==> src/rtl/core/wsd_pkg.sv <==
// Shared widths, result codes and header field types for the frame deframer.
// No dependencies; imported by the channel interfaces and the core.
package wsd_pkg;

   localparam int BYTE_W   = 8;
   localparam int LEN_W    = 31;
   localparam int KIND_W   = 2;
   localparam int RSV_W    = 3;
   localparam int OPCODE_W = 4;

   // Largest length a frame may carry at all
   localparam logic [LEN_W-1:0] LEN_LIMIT         = {LEN_W{1'b1}};
   localparam logic [LEN_W-1:0] MAX_PAYLOAD_RESET = LEN_W'(65535);

   // Result kinds
   localparam logic [KIND_W-1:0] KIND_HEADER  = 2'd0;
   localparam logic [KIND_W-1:0] KIND_PAYLOAD = 2'd1;
   localparam logic [KIND_W-1:0] KIND_ERROR   = 2'd2;

   // 7-bit length escapes
   localparam logic [6:0] LEN7_EXT16 = 7'd126;
   localparam logic [6:0] LEN7_EXT64 = 7'd127;

   // Header flags collected from the first two header bytes
   typedef struct packed {
      logic                fin;
      logic [RSV_W-1:0]    rsv;
      logic [OPCODE_W-1:0] opcode;
      logic                masked;
   } frame_flags_type;

endpackage

==> src/rtl/core/wsd_req_if.sv <==
// Receive byte channel: valid/ready handshake carrying one stream byte.
// Depends on wsd_pkg.
interface wsd_req_if import wsd_pkg::*; ();
   logic              valid;
   logic              ready;
   logic [BYTE_W-1:0] rx_byte;

   modport source (output valid, output rx_byte, input ready);
   modport sink   (input valid, input rx_byte, output ready);
endinterface

==> src/rtl/core/wsd_rsp_if.sv <==
// Result channel: valid/ready handshake carrying header, payload and error results.
// Depends on wsd_pkg.
interface wsd_rsp_if import wsd_pkg::*; ();
   logic                valid;
   logic                ready;
   logic [KIND_W-1:0]   kind;
   logic                fin;
   logic [RSV_W-1:0]    reserved_bits;
   logic [OPCODE_W-1:0] opcode;
   logic                masked;
   logic [LEN_W-1:0]    payload_length;
   logic [BYTE_W-1:0]   data_byte;
   logic                last;

   modport source (output valid, output kind, output fin, output reserved_bits,
                   output opcode, output masked, output payload_length,
                   output data_byte, output last, input ready);
   modport sink   (input valid, input kind, input fin, input reserved_bits,
                   input opcode, input masked, input payload_length,
                   input data_byte, input last, output ready);
endinterface

==> src/rtl/core/wsd_csr_if.sv <==
// Configuration write channel: valid/ready handshake carrying max_payload.
// Depends on wsd_pkg.
interface wsd_csr_if import wsd_pkg::*; ();
   logic             valid;
   logic             ready;
   logic [LEN_W-1:0] max_payload;

   modport source (output valid, output max_payload, input ready);
   modport sink   (input valid, input max_payload, output ready);
endinterface

==> src/rtl/core/websocket_frame_deframer_core.sv <==
// WebSocket receive-side frame deframer core.
// Channels: req carries the received stream one byte per transaction, in wire
// order. rsp returns one header result per frame (after the last header byte,
// masking key included), then one result per payload byte, unmasked, with last
// set on the final byte (or on the header of a zero-length frame). A length
// above 2^31-1 or above max_payload gives one error result; the core then
// swallows every byte until reset. csr writes max_payload (always ready).
// A byte taken from req is held in the input register; its result, if it
// has one, moves into the output register, which drives rsp, once it is free.
// Throughput: one byte per cycle while rsp is not stalled; header bytes
// produce no result. When rsp is stalled, the output register holds its
// result, the input register holds one more byte, and req.ready drops
// until rsp takes it.
// Reset: synchronous, clears both valid bits, the parse phase and the field
// counter, and sets max_payload to 65535.
// Depends on wsd_pkg and the wsd_req_if, wsd_rsp_if and wsd_csr_if interfaces.
module websocket_frame_deframer_core import wsd_pkg::*; (
   input  logic         clock,
   input  logic         reset,
   wsd_req_if.sink      req,
   wsd_rsp_if.source    rsp,
   wsd_csr_if.sink      csr
);

   typedef enum logic [2:0] {
      PH_HDR0,
      PH_HDR1,
      PH_EXTLEN,
      PH_KEY,
      PH_PAYLOAD,
      PH_HALT
   } phase_type;

   localparam logic [3:0] CNT_EXT16 = 4'd2;
   localparam logic [3:0] CNT_EXT64 = 4'd8;
   localparam logic [3:0] CNT_KEY   = 4'd4;

   // Parser state
   phase_type        phase_ff, phase_in;
   logic [3:0]       cnt_ff, cnt_in;
   frame_flags_type  flags_ff, flags_in;
   logic [LEN_W-1:0] len_ff, len_in;
   logic             ovf_ff, ovf_in;
   logic [31:0]      key_ff, key_in;
   logic [LEN_W-1:0] remain_ff, remain_in;
   logic [1:0]       kidx_ff, kidx_in;
   logic [LEN_W-1:0] max_payload_ff;

   // Input register
   logic              in_valid_ff;
   logic [BYTE_W-1:0] in_byte_ff;

   // Output register
   logic                out_valid_ff;
   logic [KIND_W-1:0]   out_kind_ff, out_kind_in;
   frame_flags_type     out_flags_ff;
   logic [LEN_W-1:0]    out_len_ff, out_len_in;
   logic [BYTE_W-1:0]   out_data_ff, out_data_in;
   logic                out_last_ff, out_last_in;
   logic                emit;

   logic              advance;
   logic              process;
   logic              hdr_done;
   logic [BYTE_W-1:0] key_byte;
   logic [BYTE_W-1:0] b;

   // Handshake: output register frees when empty or taken
   assign advance   = !out_valid_ff || rsp.ready;
   assign process   = in_valid_ff && advance;
   assign req.ready = !in_valid_ff || advance;
   assign csr.ready = 1'b1;
   assign b         = in_byte_ff;

   // Masking key byte for the current payload position
   always_comb begin
      case (kidx_ff)
         2'd0:    key_byte = key_ff[31:24];
         2'd1:    key_byte = key_ff[23:16];
         2'd2:    key_byte = key_ff[15:8];
         default: key_byte = key_ff[7:0];
      endcase
   end

   // Per-byte parse step
   always_comb begin
      phase_in    = phase_ff;
      cnt_in      = cnt_ff;
      flags_in    = flags_ff;
      len_in      = len_ff;
      ovf_in      = ovf_ff;
      key_in      = key_ff;
      remain_in   = remain_ff;
      kidx_in     = kidx_ff;
      emit        = 1'b0;
      hdr_done    = 1'b0;
      out_kind_in = KIND_HEADER;
      out_len_in  = len_ff;
      out_data_in = '0;
      out_last_in = 1'b0;

      if (process) begin
         case (phase_ff)
            PH_HDR0: begin
               flags_in.fin    = b[7];
               flags_in.rsv    = b[6:4];
               flags_in.opcode = b[3:0];
               flags_in.masked = 1'b0;
               phase_in        = PH_HDR1;
            end
            PH_HDR1: begin
               flags_in.masked = b[7];
               ovf_in          = 1'b0;
               if (b[6:0] == LEN7_EXT16) begin
                  len_in   = '0;
                  cnt_in   = CNT_EXT16;
                  phase_in = PH_EXTLEN;
               end else if (b[6:0] == LEN7_EXT64) begin
                  len_in   = '0;
                  cnt_in   = CNT_EXT64;
                  phase_in = PH_EXTLEN;
               end else begin
                  len_in = LEN_W'(b[6:0]);
                  if (b[7]) begin
                     cnt_in   = CNT_KEY;
                     phase_in = PH_KEY;
                  end else begin
                     hdr_done = 1'b1;
                  end
               end
            end
            PH_EXTLEN: begin
               // bits shifted out above bit 30 mark an oversized length
               len_in = {len_ff[LEN_W-BYTE_W-1:0], b};
               ovf_in = ovf_ff | (|len_ff[LEN_W-1:LEN_W-BYTE_W]);
               cnt_in = cnt_ff - 4'd1;
               if (cnt_ff == 4'd1) begin
                  if (flags_ff.masked) begin
                     cnt_in   = CNT_KEY;
                     phase_in = PH_KEY;
                  end else begin
                     hdr_done = 1'b1;
                  end
               end
            end
            PH_KEY: begin
               key_in = {key_ff[23:0], b};
               cnt_in = cnt_ff - 4'd1;
               if (cnt_ff == 4'd1) begin
                  hdr_done = 1'b1;
               end
            end
            PH_PAYLOAD: begin
               emit        = 1'b1;
               out_kind_in = KIND_PAYLOAD;
               out_data_in = flags_ff.masked ? (b ^ key_byte) : b;
               out_last_in = (remain_ff == LEN_W'(1));
               kidx_in     = kidx_ff + 2'd1;
               remain_in   = remain_ff - LEN_W'(1);
               if (remain_ff == LEN_W'(1)) begin
                  phase_in = PH_HDR0;
               end
            end
            default: begin
               // halted: byte dropped
            end
         endcase

         // Header complete: length check and header or error result
         if (hdr_done) begin
            emit = 1'b1;
            if (ovf_in || (len_in > max_payload_ff)) begin
               out_kind_in = KIND_ERROR;
               out_len_in  = LEN_LIMIT;
               phase_in    = PH_HALT;
            end else begin
               out_kind_in = KIND_HEADER;
               out_len_in  = len_in;
               out_last_in = (len_in == '0);
               remain_in   = len_in;
               kidx_in     = 2'd0;
               phase_in    = (len_in == '0) ? PH_HDR0 : PH_PAYLOAD;
            end
         end
      end
   end

   // State, input register and result register
   always_ff @(posedge clock) begin
      if (reset) begin
         phase_ff       <= PH_HDR0;
         cnt_ff         <= '0;
         in_valid_ff    <= 1'b0;
         out_valid_ff   <= 1'b0;
         max_payload_ff <= MAX_PAYLOAD_RESET;
      end else begin
         phase_ff <= phase_in;
         cnt_ff   <= cnt_in;
         if (csr.valid && csr.ready) begin
            max_payload_ff <= csr.max_payload;
         end
         if (req.valid && req.ready) begin
            in_valid_ff <= 1'b1;
         end else if (advance) begin
            in_valid_ff <= 1'b0;
         end
         if (advance) begin
            out_valid_ff <= emit;
         end
      end
      flags_ff  <= flags_in;
      len_ff    <= len_in;
      ovf_ff    <= ovf_in;
      key_ff    <= key_in;
      remain_ff <= remain_in;
      kidx_ff   <= kidx_in;
      if (req.valid && req.ready) begin
         in_byte_ff <= req.rx_byte;
      end
      if (advance && emit) begin
         out_kind_ff  <= out_kind_in;
         out_flags_ff <= flags_in;
         out_len_ff   <= out_len_in;
         out_data_ff  <= out_data_in;
         out_last_ff  <= out_last_in;
      end
   end

   // Result channel
   assign rsp.valid          = out_valid_ff;
   assign rsp.kind           = out_kind_ff;
   assign rsp.fin            = out_flags_ff.fin;
   assign rsp.reserved_bits  = out_flags_ff.rsv;
   assign rsp.opcode         = out_flags_ff.opcode;
   assign rsp.masked         = out_flags_ff.masked;
   assign rsp.payload_length = out_len_ff;
   assign rsp.data_byte      = out_data_ff;
   assign rsp.last           = out_last_ff;

`ifndef ASSERT_OFF
   // An error result is only ever shown with the parser halted
   a_error_halts: assert property (@(posedge clock) disable iff (reset)
      rsp.valid && (rsp.kind == KIND_ERROR) |-> (phase_ff == PH_HALT))
      else $error("error result without halted parser");

   // Halt is sticky until reset
   a_halt_sticky: assert property (@(posedge clock) disable iff (reset)
      (phase_ff == PH_HALT) |=> (phase_ff == PH_HALT))
      else $error("parser left halt state");

   // A payload byte that is not last leaves the parser inside the payload
   a_payload_cont: assert property (@(posedge clock) disable iff (reset)
      rsp.valid && (rsp.kind == KIND_PAYLOAD) && !rsp.last |-> (phase_ff == PH_PAYLOAD))
      else $error("payload continues but parser left payload phase");

   // Header closes the frame exactly when its length is zero
   a_header_last: assert property (@(posedge clock) disable iff (reset)
      rsp.valid && (rsp.kind == KIND_HEADER) |-> (rsp.last == (rsp.payload_length == '0)))
      else $error("header last flag disagrees with length");
`endif

endmodule
==> src/flat_wrapper.sv <==
// flat-port wrapper written by rule: the top's interface ports become plain ports
module websocket_frame_deframer_core_flat import wsd_pkg::*;
  (clock, reset, req_valid, req_rx_byte, req_ready, rsp_valid, rsp_kind, rsp_fin, rsp_reserved_bits, rsp_opcode, rsp_masked, rsp_payload_length, rsp_data_byte, rsp_last, rsp_ready, csr_valid, csr_max_payload, csr_ready);
  wsd_req_if req_i ();
  wsd_rsp_if rsp_i ();
  wsd_csr_if csr_i ();
  input  logic clock;
  input  logic reset;
  input wire logic [$bits(req_i.valid)-1:0] req_valid;
  input wire logic [$bits(req_i.rx_byte)-1:0] req_rx_byte;
  output wire logic [$bits(req_i.ready)-1:0] req_ready;
  output wire logic [$bits(rsp_i.valid)-1:0] rsp_valid;
  output wire logic [$bits(rsp_i.kind)-1:0] rsp_kind;
  output wire logic [$bits(rsp_i.fin)-1:0] rsp_fin;
  output wire logic [$bits(rsp_i.reserved_bits)-1:0] rsp_reserved_bits;
  output wire logic [$bits(rsp_i.opcode)-1:0] rsp_opcode;
  output wire logic [$bits(rsp_i.masked)-1:0] rsp_masked;
  output wire logic [$bits(rsp_i.payload_length)-1:0] rsp_payload_length;
  output wire logic [$bits(rsp_i.data_byte)-1:0] rsp_data_byte;
  output wire logic [$bits(rsp_i.last)-1:0] rsp_last;
  input wire logic [$bits(rsp_i.ready)-1:0] rsp_ready;
  input wire logic [$bits(csr_i.valid)-1:0] csr_valid;
  input wire logic [$bits(csr_i.max_payload)-1:0] csr_max_payload;
  output wire logic [$bits(csr_i.ready)-1:0] csr_ready;
  assign req_i.valid = req_valid;
  assign req_i.rx_byte = req_rx_byte;
  assign req_ready = req_i.ready;
  assign rsp_valid = rsp_i.valid;
  assign rsp_kind = rsp_i.kind;
  assign rsp_fin = rsp_i.fin;
  assign rsp_reserved_bits = rsp_i.reserved_bits;
  assign rsp_opcode = rsp_i.opcode;
  assign rsp_masked = rsp_i.masked;
  assign rsp_payload_length = rsp_i.payload_length;
  assign rsp_data_byte = rsp_i.data_byte;
  assign rsp_last = rsp_i.last;
  assign rsp_i.ready = rsp_ready;
  assign csr_i.valid = csr_valid;
  assign csr_i.max_payload = csr_max_payload;
  assign csr_ready = csr_i.ready;
  websocket_frame_deframer_core u_core (.clock(clock), .reset(reset), .req(req_i), .rsp(rsp_i), .csr(csr_i));
endmodule
==> config.mk <==
export PLATFORM = sky130hd
export DESIGN_NAME = websocket_frame_deframer_core_flat
export DESIGN_NICKNAME = d
export VERILOG_FILES = /design/src/rtl/core/wsd_pkg.sv /design/src/rtl/core/wsd_req_if.sv /design/src/rtl/core/wsd_rsp_if.sv /design/src/rtl/core/wsd_csr_if.sv /design/src/rtl/core/websocket_frame_deframer_core.sv /design/src/flat_wrapper.sv
export SDC_FILE = /design/constraint.sdc
export NUM_CORES = 1
export LEC_CHECK = 0
export BUFFER_PORTS_ARGS = -buffer_cell sky130_fd_sc_hd__clkbuf_2
export CAP_MARGIN = 15
export CORE_MARGIN = 3
export CORE_UTILIZATION = 54
export DETAILED_ROUTE_END_ITERATION = 10
export PLACE_DENSITY = 0.77
export SYNTH_ARGS = -nofsm -noshare
export SYNTH_HDL_FRONTEND = slang
export SYNTH_SLANG_ARGS = --single-unit
==> constraint.sdc <==
create_clock -name clock -period 4.6 [get_ports clock]
set_input_delay 0.92 -clock clock [delete_from_list [all_inputs] [get_ports clock]]
set_output_delay 0.92 -clock clock [all_outputs]
set_load 0.02 [all_outputs]
# Yosys cells after proc, flatten, opt, wreduce, memory -nomap -nowiden
# Index checks and enable logic that the tools add are counted.
# word_totals
ff_bits	205
latch_bits	0
mem_bits_rw	0
mem_bits_ro	0
output_inout_bits	54
word_cells	118
mem_count	0
# op_classes
add_sub_neg	3
n_mul	0
div	0
order_cmp	1
n_eq_ne	15
shifts	0
n_mux	55
n_bitwise	2
n_reduce_logical	19
# ops
op	count
31-bit two-way mux	8
31-bit one-hot mux with 2 select lines	1
31-bit by 1-bit equality test with 1-bit output, second input constant	1
31-bit > comparator	1
31-bit zero test	1
31-bit by 1-bit subtractor with 31-bit output, second input constant	1
3-bit two-way mux	9
8-bit one-hot mux with 3 select lines	1
4-bit two-way mux	5
1-bit two-way mux	17
8-bit two-way mux	2
7-bit equality test, second input constant	2
3-bit one-hot mux with 4 select lines	1
4-bit one-hot mux with 3 select lines	1
2-bit two-way mux	5
9-bit two-way mux	1
3-bit by 1-bit != test with 1-bit output, second input constant	3
8-bit OR reduction	1
8-bit bitwise XOR	1
7-bit two-way mux	1
3-bit by 2-bit equality test with 1-bit output, second input constant	2
6-bit AND reduction	1
5-bit by 1-bit != test with 1-bit output, second input constant	1
5-bit nonzero test	1
20 further kinds	27

# Depth between registers and ports, before layout
# Gate-level depths: netlist (run 1).
# logic_depth
ltp_word	10
ltp_mapped	16
depth_no_buf	12

# Worst setup path after synthesis (run 1)
# Ideal clock, no wire load.
# synth_path
path_type	in2reg
start	input port rsp_ready
end	register u_core.out_data_ff[0] (netlist: u_core.rsp.data_byte[0]) (enable)
arrival_time_ns	4.076
required_time_ns	4.190
setup_slack_ns	0.114
stages	6
n_path_buf	1
path_cell_list	nand2b_1 -> nand2_1 -> inv_1 -> nand2_1 -> clkbuf_1 -> nand2_1
# synth_between
elab_chain_cells	4
# synth_lines
element	line_no	rtl
from (decl)	flat_wrapper.sv:21	input wire logic [$bits(rsp_i.ready)-1:0] rsp_ready;
1-bit logical OR	websocket_frame_deframer_core.sv:69	assign advance = !out_valid_ff || rsp.ready;
1-bit logical AND	websocket_frame_deframer_core.sv:70	assign process = in_valid_ff && advance;
net u_core.process	websocket_frame_deframer_core.sv:63	logic process;
1-bit two-way mux	websocket_frame_deframer_core.sv:102	if (process) begin
1-bit logical AND	websocket_frame_deframer_core.sv:220	if (advance && emit) begin
to (signal assigned)	websocket_frame_deframer_core.sv:224	out_data_ff <= out_data_in;
to (decl)	websocket_frame_deframer_core.sv:58	logic [BYTE_W-1:0] out_data_ff, out_data_in;
# The timed path passes the listed nets, and every way through them passes these cells.
# A chain may end at the register's enable or synchronous reset.

# Worst setup path in the final report (run 1)
# layout_path
start	register u_core.phase_ff[0]
end	register u_core.remain_ff[27], data pin
# layout_between
elab_chain_cells	7
# layout_lines
element	line_no	rtl
from (decl)	websocket_frame_deframer_core.sv:39	phase_type phase_ff, phase_in;
from (signal assigned)	websocket_frame_deframer_core.sv:197	phase_ff <= phase_in;
3-bit by 2-bit equality test with 1-bit output / 3-bit by 1-bit equality test with 1-bit output (equally long branches)	websocket_frame_deframer_core.sv:103	case (phase_ff)
31-bit one-hot mux with 2 select lines	websocket_frame_deframer_core.sv:103	
31-bit two-way mux	websocket_frame_deframer_core.sv:102	
31-bit > comparator	websocket_frame_deframer_core.sv:172	if (ovf_in || (len_in > max_payload_ff)) begin
1-bit logical OR	websocket_frame_deframer_core.sv:172	
31-bit two-way mux	websocket_frame_deframer_core.sv:172	
31-bit two-way mux (*)	websocket_frame_deframer_core.sv:170	if (hdr_done) begin
to (signal assigned)	websocket_frame_deframer_core.sv:215	remain_ff <= remain_in;
to (decl)	websocket_frame_deframer_core.sv:45	logic [LEN_W-1:0] remain_ff, remain_in;
# Mark *: on every way between the ends. The rest lies on a longest branch, timed or not. The select of a mux whose other input is x is not followed.

==> results.cfg, run 1 <==
[layout]
num-fill-cells = 1449
final_layout_size_suffix_gt1_frac = 0.186
num_antenna_cells = 0
num-nets-final = 1113
area_growth_pct = 15.6
design_area_um2 = 11800
final_core_util = 0.648

[synthesis]
yosysMostFrequentCell = edfxtp_1
yosysUniqueCellTypes = 60
synth_top_area_share = 0.458
ys_seq_area_frac = 0.553
synth_area_leaders = edfxtp_1 46%, dfxtp_1 9.6%, mux2i_1 4.8%
syn-instance-count = 920
syn_nets = 1003
syn-mean-instance-area_um2 = 11.1
yosys_warnings = 0
synthArstFlopShare = 0
synth_common_cells = 156 x edfxtp_1, 91 x nor2_1, 75 x inv_1, 62 x nand2_1
synth_seq_cells = 205
synth_edf_count = 156
yosysTopAreaCell = edfxtp_1
synth_area_um2 = 10200
synthFlopType = edfxtp_1

[min_path]
hold_depth = 0
hp-class = reg2reg

[global_routing]
grt_max_degree = 64
grt_use_total = 0.235
grt-ovfl-total = 0
antenna_found_initial = 0
grt_pass1_wl_um = 38300
first_global_vias = 7288

[floorplan]
coreArea_um2 = 18300
start_util = 0.560
fp.dieH_um = 144
die_w_um = 144
core.rowCount = 49
die_area_um2 = 20600
io_pins = 98

[timing]
fin_crit_sh = 0.913
whs_ns = 0.450
worst_pin_slew_ns = 1.06
setup_viol = 0
rsz0062_at_grt = no
max_clock_freq_ghz = 0.238
fin_setup_tns_ns = 0
skew_ns = 0.0183
hold_viol = 0
slew_headroom = 0.292
slew_violations = 0
fin_crit_ns = 4.20

[power_and_ir_drop]
ir_worst_vdd_mv = 0.274
p_leak_nw = 4.53
powerDensity_nw_per_um2 = 374

[cts]
path_clk_slew_ns = 0.06
cts-resized-gates = 0
cts.htree.levels = 1
ctsHoldBuffers = 0
numCtsBuffers = 22
root_buffer = clkbuf_16
cts_buffer_depth = 3
worstSkewPairLatency_ns = 0.51
post-cts-setup-buffer-count = 0
cts.sinks = 205
cts_tree = done

[setup_path]
crit_fanout = 56
arrival_ns = 4.54
r2r_slack_ns = 0.40
endpoint_kind = flip-flop
reg2regPathDepth = 14
worstSetupStartpointType = flip-flop
crit_required_ns = 4.94
crit_type = reg2reg

[place]
io_buffers = 96
gp_congestion = 0.896
hpwl_um = 16800
place_area_um2 = 11100

[drt]
antenna_left = 0
drtPass1Iterations = 6
drt_iter0_drc = 792
viasPerCell = 5.93
route.detailed.drc = 0
wl_per_cell_um = 19.0
num_vias = 7554
drt_wl_total_um = 24200

[run_status]
status = finished clean

[run]
maxCapViolations = 0
==> layout by cell type, fill, tap and decap left out, drive strengths merged, types with 17 or more instances in the layout <==
cell type / netlist / final
mux2i: 49 / 49
buf: 18 / 40
nor3: 17 / 17
inv: 77 / 77
ha: 39 / 39
nor3b: 21 / 21
nor2b: 23 / 23
nand2: 62 / 62
a31oi: 35 / 35
a21oi: 28 / 28
a221oi: 22 / 22
dfxtp: 49 / 49
edfxtp: 156 / 156
xnor2: 26 / 26
nor2: 91 / 91
clkbuf: 32 / 131
o21ai: 29 / 29
==> flip-flops by register name, indices dropped and copies added (netlist names), 3 cells and up <==
| name | cells |
|---|---|
| u_core.len_ff | 31 |
| u_core.cnt_ff | 4 |
| u_core.max_payload_ff | 31 |
| u_core.flags_ff | 9 |
| u_core.rsp.reserved_bits | 3 |
| u_core.rsp.data_byte | 8 |
| u_core.rsp.payload_length | 31 |
| u_core.key_ff | 32 |
| u_core.remain_ff | 31 |
| u_core.b | 8 |
| u_core.phase_ff | 3 |
| u_core.rsp.opcode | 4 |
==> routing by layer <==
metal | share of wire | wire [um] | GRT usage
met1 | 0.43 | 10400 | 0.326
met2 | 0.48 | 11500 | 0.380
met3 | 0.068 | 1650 | 0.0373
met4 | 0.028 | 690 | 0.0753
met5 | 0 | 0 | 0
==> cell families (layout without fill, tap and decap cells) <==
group                      count (synthesis)  count (layout)  synth area share
adders and majority gates                 39              39            0.0477
and+or+nand+nor                          290             290             0.148
DFF                                      205             205             0.553
muxes                                     55              55            0.0545
xor gates and xnor gates                  40              40            0.0342
other                                      1               1          0.000366
buffers and inverters                    127             252            0.0528
AOI/OAI and AO/OA                        163             163             0.109
==> final cells by class <==
type                            instances  area (um^2)  share of cell area
Multi-Input combinational cell        588         4050               0.342
Inverter                               77          289              0.0244
Timing Repair Buffer                  136          831              0.0702
Tap cell                              229          287              0.0242
Clock buffer                           35          693              0.0586
Clock inverter                          4         20.0             0.00169
Sequential cell                       205         5670               0.479
==> worst max-delay path, cell delays in order (launching register included) <==
cell      delay [ns]
dfxtp_2         0.33
buf_12          0.18
xnor2_1         0.29
or2_1           0.36
nor2_1          0.17
a22oi_1         0.30
inv_1           0.10
ha_1            0.33
a211oi_1        0.24
nor2_1          0.08
o31ai_1         0.36
a31oi_1         0.30
o21ai_4         0.52
buf_12          0.23
mux2i_1         0.20
==> path summary, 6_finish.rpt <==
check | startpoint | endpoint
max reg2reg | u_core.phase_ff[0] | u_core.remain_ff[27]
min reg2reg | u_core.key_ff[12] | u_core.key_ff[20]
min | u_core.key_ff[12] | u_core.key_ff[20]
max | u_core.phase_ff[0] | u_core.remain_ff[27]
==> metrics by stage <==
step / std cells / total power [mW] / setup WS, ns
after global placement: 1234 / 2.69 / 0.495
after floorplan: 920 / 2.52 / 0.114
final: 1274 / 4.42 / 0.402
after global routing: 1274 / 4.58 / 0.189
after detailed placement: 1234 / 2.71 / 0.268
after CTS: 1273 / 4.43 / 0.258
==> where the power goes <==
part,switching (mW),internal [mW],leakage [nW]
clock network,0.711,1.03,0.354
registers,0.0561,2.09,1.83
logic,0.325,0.211,2.35
total,1.09,3.33,4.53
(Power assumes the default switching activity.)
==> run 2, diff against run 1 <==
CORE_UTILIZATION = 55   (was 54)
CTS_BUF_LIST = sky130_fd_sc_hd__clkbuf_4   (was not set)
PLACE_DENSITY = 0.78   (was 0.77)
==> results.cfg, run 2 (same netlist as run 1, synthesis figures left out) <==
[layout]
largest_reg_flops = 32
num-fill-cells = 1407
multi_input_area_um2 = 4050
area_growth_pct = 16.7
register_area_um2 = 5670
final_cell_mix = 156 x edfxtp_1, 96 x clkbuf_2, 91 x nor2_1
final_layout_size_suffix_gt1_frac = 0.230
final_core_util = 0.658
num-nets-final = 1153
regMostFlops = u_core.key_ff
design_area_um2 = 11900
final_common_cell = edfxtp_1

[global_routing]
antenna_found_initial = 1
grt-ovfl-total = 0
first_global_vias = 7545
grt_pass1_wl_um = 38900
grt_max_degree = 47
grt_use_total = 0.241

[drt]
wl_per_cell_um = 18.4
drtPass1Iterations = 6
drt_iter0_drc = 751
route.detailed.drc = 0
num_vias = 7800
antenna_left = 0
viasPerCell = 5.79
drt_wl_total_um = 24700

[timing]
setup_viol = 0
max_clock_freq_ghz = 0.243
fin_setup_tns_ns = 0
finalWorstSetupSlack_ns = 0.486
hold_viol = 0
worst_pin_slew_ns = 1.06
skew_ns = 0.0273
fin_crit_ns = 4.11
slew_headroom = 0.295
slew_violations = 0
fin_crit_sh = 0.894
rsz0062_at_grt = no

[power_and_ir_drop]
ir_worst_vdd_mv = 0.212
switching_share = 0.262
p_leak_nw = 4.66
pwr-share-comb = 0.123
p_int_mw = 3.24
p_clk_frac = 0.387
p_seq_frac = 0.490
p_sw_mw = 1.15
powerDensity_nw_per_um2 = 367

[cts]
cts-resized-gates = 0
root_buffer = clkbuf_4
cts.sinks = 205
path_clk_slew_ns = 0.07
numCtsBuffers = 54
ctsHoldBuffers = 0
cts.htree.levels = 2
cts_tree = done
worstSkewPairLatency_ns = 0.68
cts_buffer_depth = 3

[min_path]
holdCritStartpoint = req_rx_byte[0]
hold_depth = 1
hp-class = in2reg
hold_end = u_core.b[0]

[place]
place_ws_ns = 0.214
gp_congestion = 0.900
hpwl_um = 17200
io_buffers = 96
place_area_um2 = 11100

[setup_path]
crit_buf_inv = 3
slowest_delay_ns = 0.72
crit_required_ns = 5.03
endpoint_kind = flip-flop
arrival_ns = 4.55
crit_fanout = 30
r2r-start = u_core.phase_ff[0]
cp_top_family = compound AO/OA/AOI/OAI gates
r2r_slack_ns = 0.49
path_cells = buf_4 > nor3b_1 > a221oi_1 > inv_1 > ha_1 > nand2_1 > nor3_1 > o31ai_1 > a31oi_1 > o21ai_4 > buf_12 > a2bb2o_1
crit_type = reg2reg
reg2regPathDepth = 12
cp_slowest_cell = dfxtp_2
worstSetupStartpointType = flip-flop
reg2reg_to = u_core.rsp.last

[floorplan]
die_w_um = 142
coreArea_um2 = 18100
fp.dieH_um = 142
start_util = 0.564
io_pins = 98
die_area_um2 = 20300
core.rowCount = 49

[run]
maxCapViolations = 0

[run_status]
status = finished clean
-- run 2: changes by cell type in the layout (fill, tap and decap cells not counted), sizes merged --
| cell | before | now |
|---|---|---|
| clkbuf | 131 | 179 |
| buf | 40 | 48 |
| diode | 0 | 2 |
| bufinv | 0 | 2 |
| clkinv | 4 | 16 |
-- run 2: how the worst max path moves through the flow --
| stage | from | to | cells past startpoint | slack [ns] |
|---|---|---|---|---|
| floorplan | rsp_ready | u_core.rsp.data_byte[0] | 6 | 0.11 |
| global placement | u_core.phase_ff[0] | u_core.remain_ff[11] | 13 | 0.34 |
| detailed placement | u_core.phase_ff[0] | u_core.remain_ff[2] | 13 | 0.21 |
| CTS | u_core.phase_ff[0] | u_core.remain_ff[2] | 13 | 0.20 |
| global route | u_core.phase_ff[0] | u_core.rsp.payload_length[30] | 13 | 0.33 |
| finish | u_core.phase_ff[0] | u_core.rsp.last | 12 | 0.49 |
-- run 2: final cells by class --
type                            instances  area share
Clock inverter                         18      0.0103
Multi-Input combinational cell        588       0.339
Antenna cell                            2    0.000419
Tap cell                              229      0.0240
Timing Repair Buffer                  144      0.0756
Inverter                               77      0.0242
Clock buffer                           83      0.0522
Sequential cell                       205       0.475
-- run 2: routing by layer --
| metal | track usage | part of all wire | up-vias |
|---|---|---|---|
| met5 | 0 | 0 | - |
| met4 | 0.0885 | 0.026 | 0 |
| met3 | 0.0413 | 0.066 | 56 |
| met2 | 0.390 | 0.48 | 333 |
| met1 | 0.328 | 0.43 | 3701 |
| li1 | - | - | 3710 |
-- run 2: what timing repair did --
action / 4_1_cts / 5_1_grt
endpoints found under the setup margin: 0 / 17
hold endpoints to repair: 0 / 0
buffers inserted: 0 / 4
-- run 2: worst reg2reg max path, delay by kind of cell, from the launching register on --
| kind | cells | cell delay [ns] |
|---|---|---|
| flops | 1 | 0.72 |
| buf+inv | 3 | 0.67 |
| simple gates | 3 | 0.53 |
| fa+ha+maj | 1 | 0.33 |
| compound gates | 5 | 1.66 |
-- run 2: power by group through the flow --
stage / sequential, mW / combinational, mW / clock, mW
after global routing: 2.16 / 0.599 / 1.82
after CTS: 2.15 / 0.535 / 1.73
after floorplan: 2.17 / 0.348 / 0
after detailed placement: 2.19 / 0.530 / 0
after global placement: 2.18 / 0.512 / 0
final: 2.15 / 0.539 / 1.70
-- run 2: stage by stage --
step	hold WS [ns]	total power, mW	instances
floorplan	0.426	2.52	920
global placement	0.428	2.70	1239
detailed placement	0.432	2.72	1239
CTS	0.367	4.41	1340
global route	0.376	4.58	1346
finish	0.413	4.39	1346
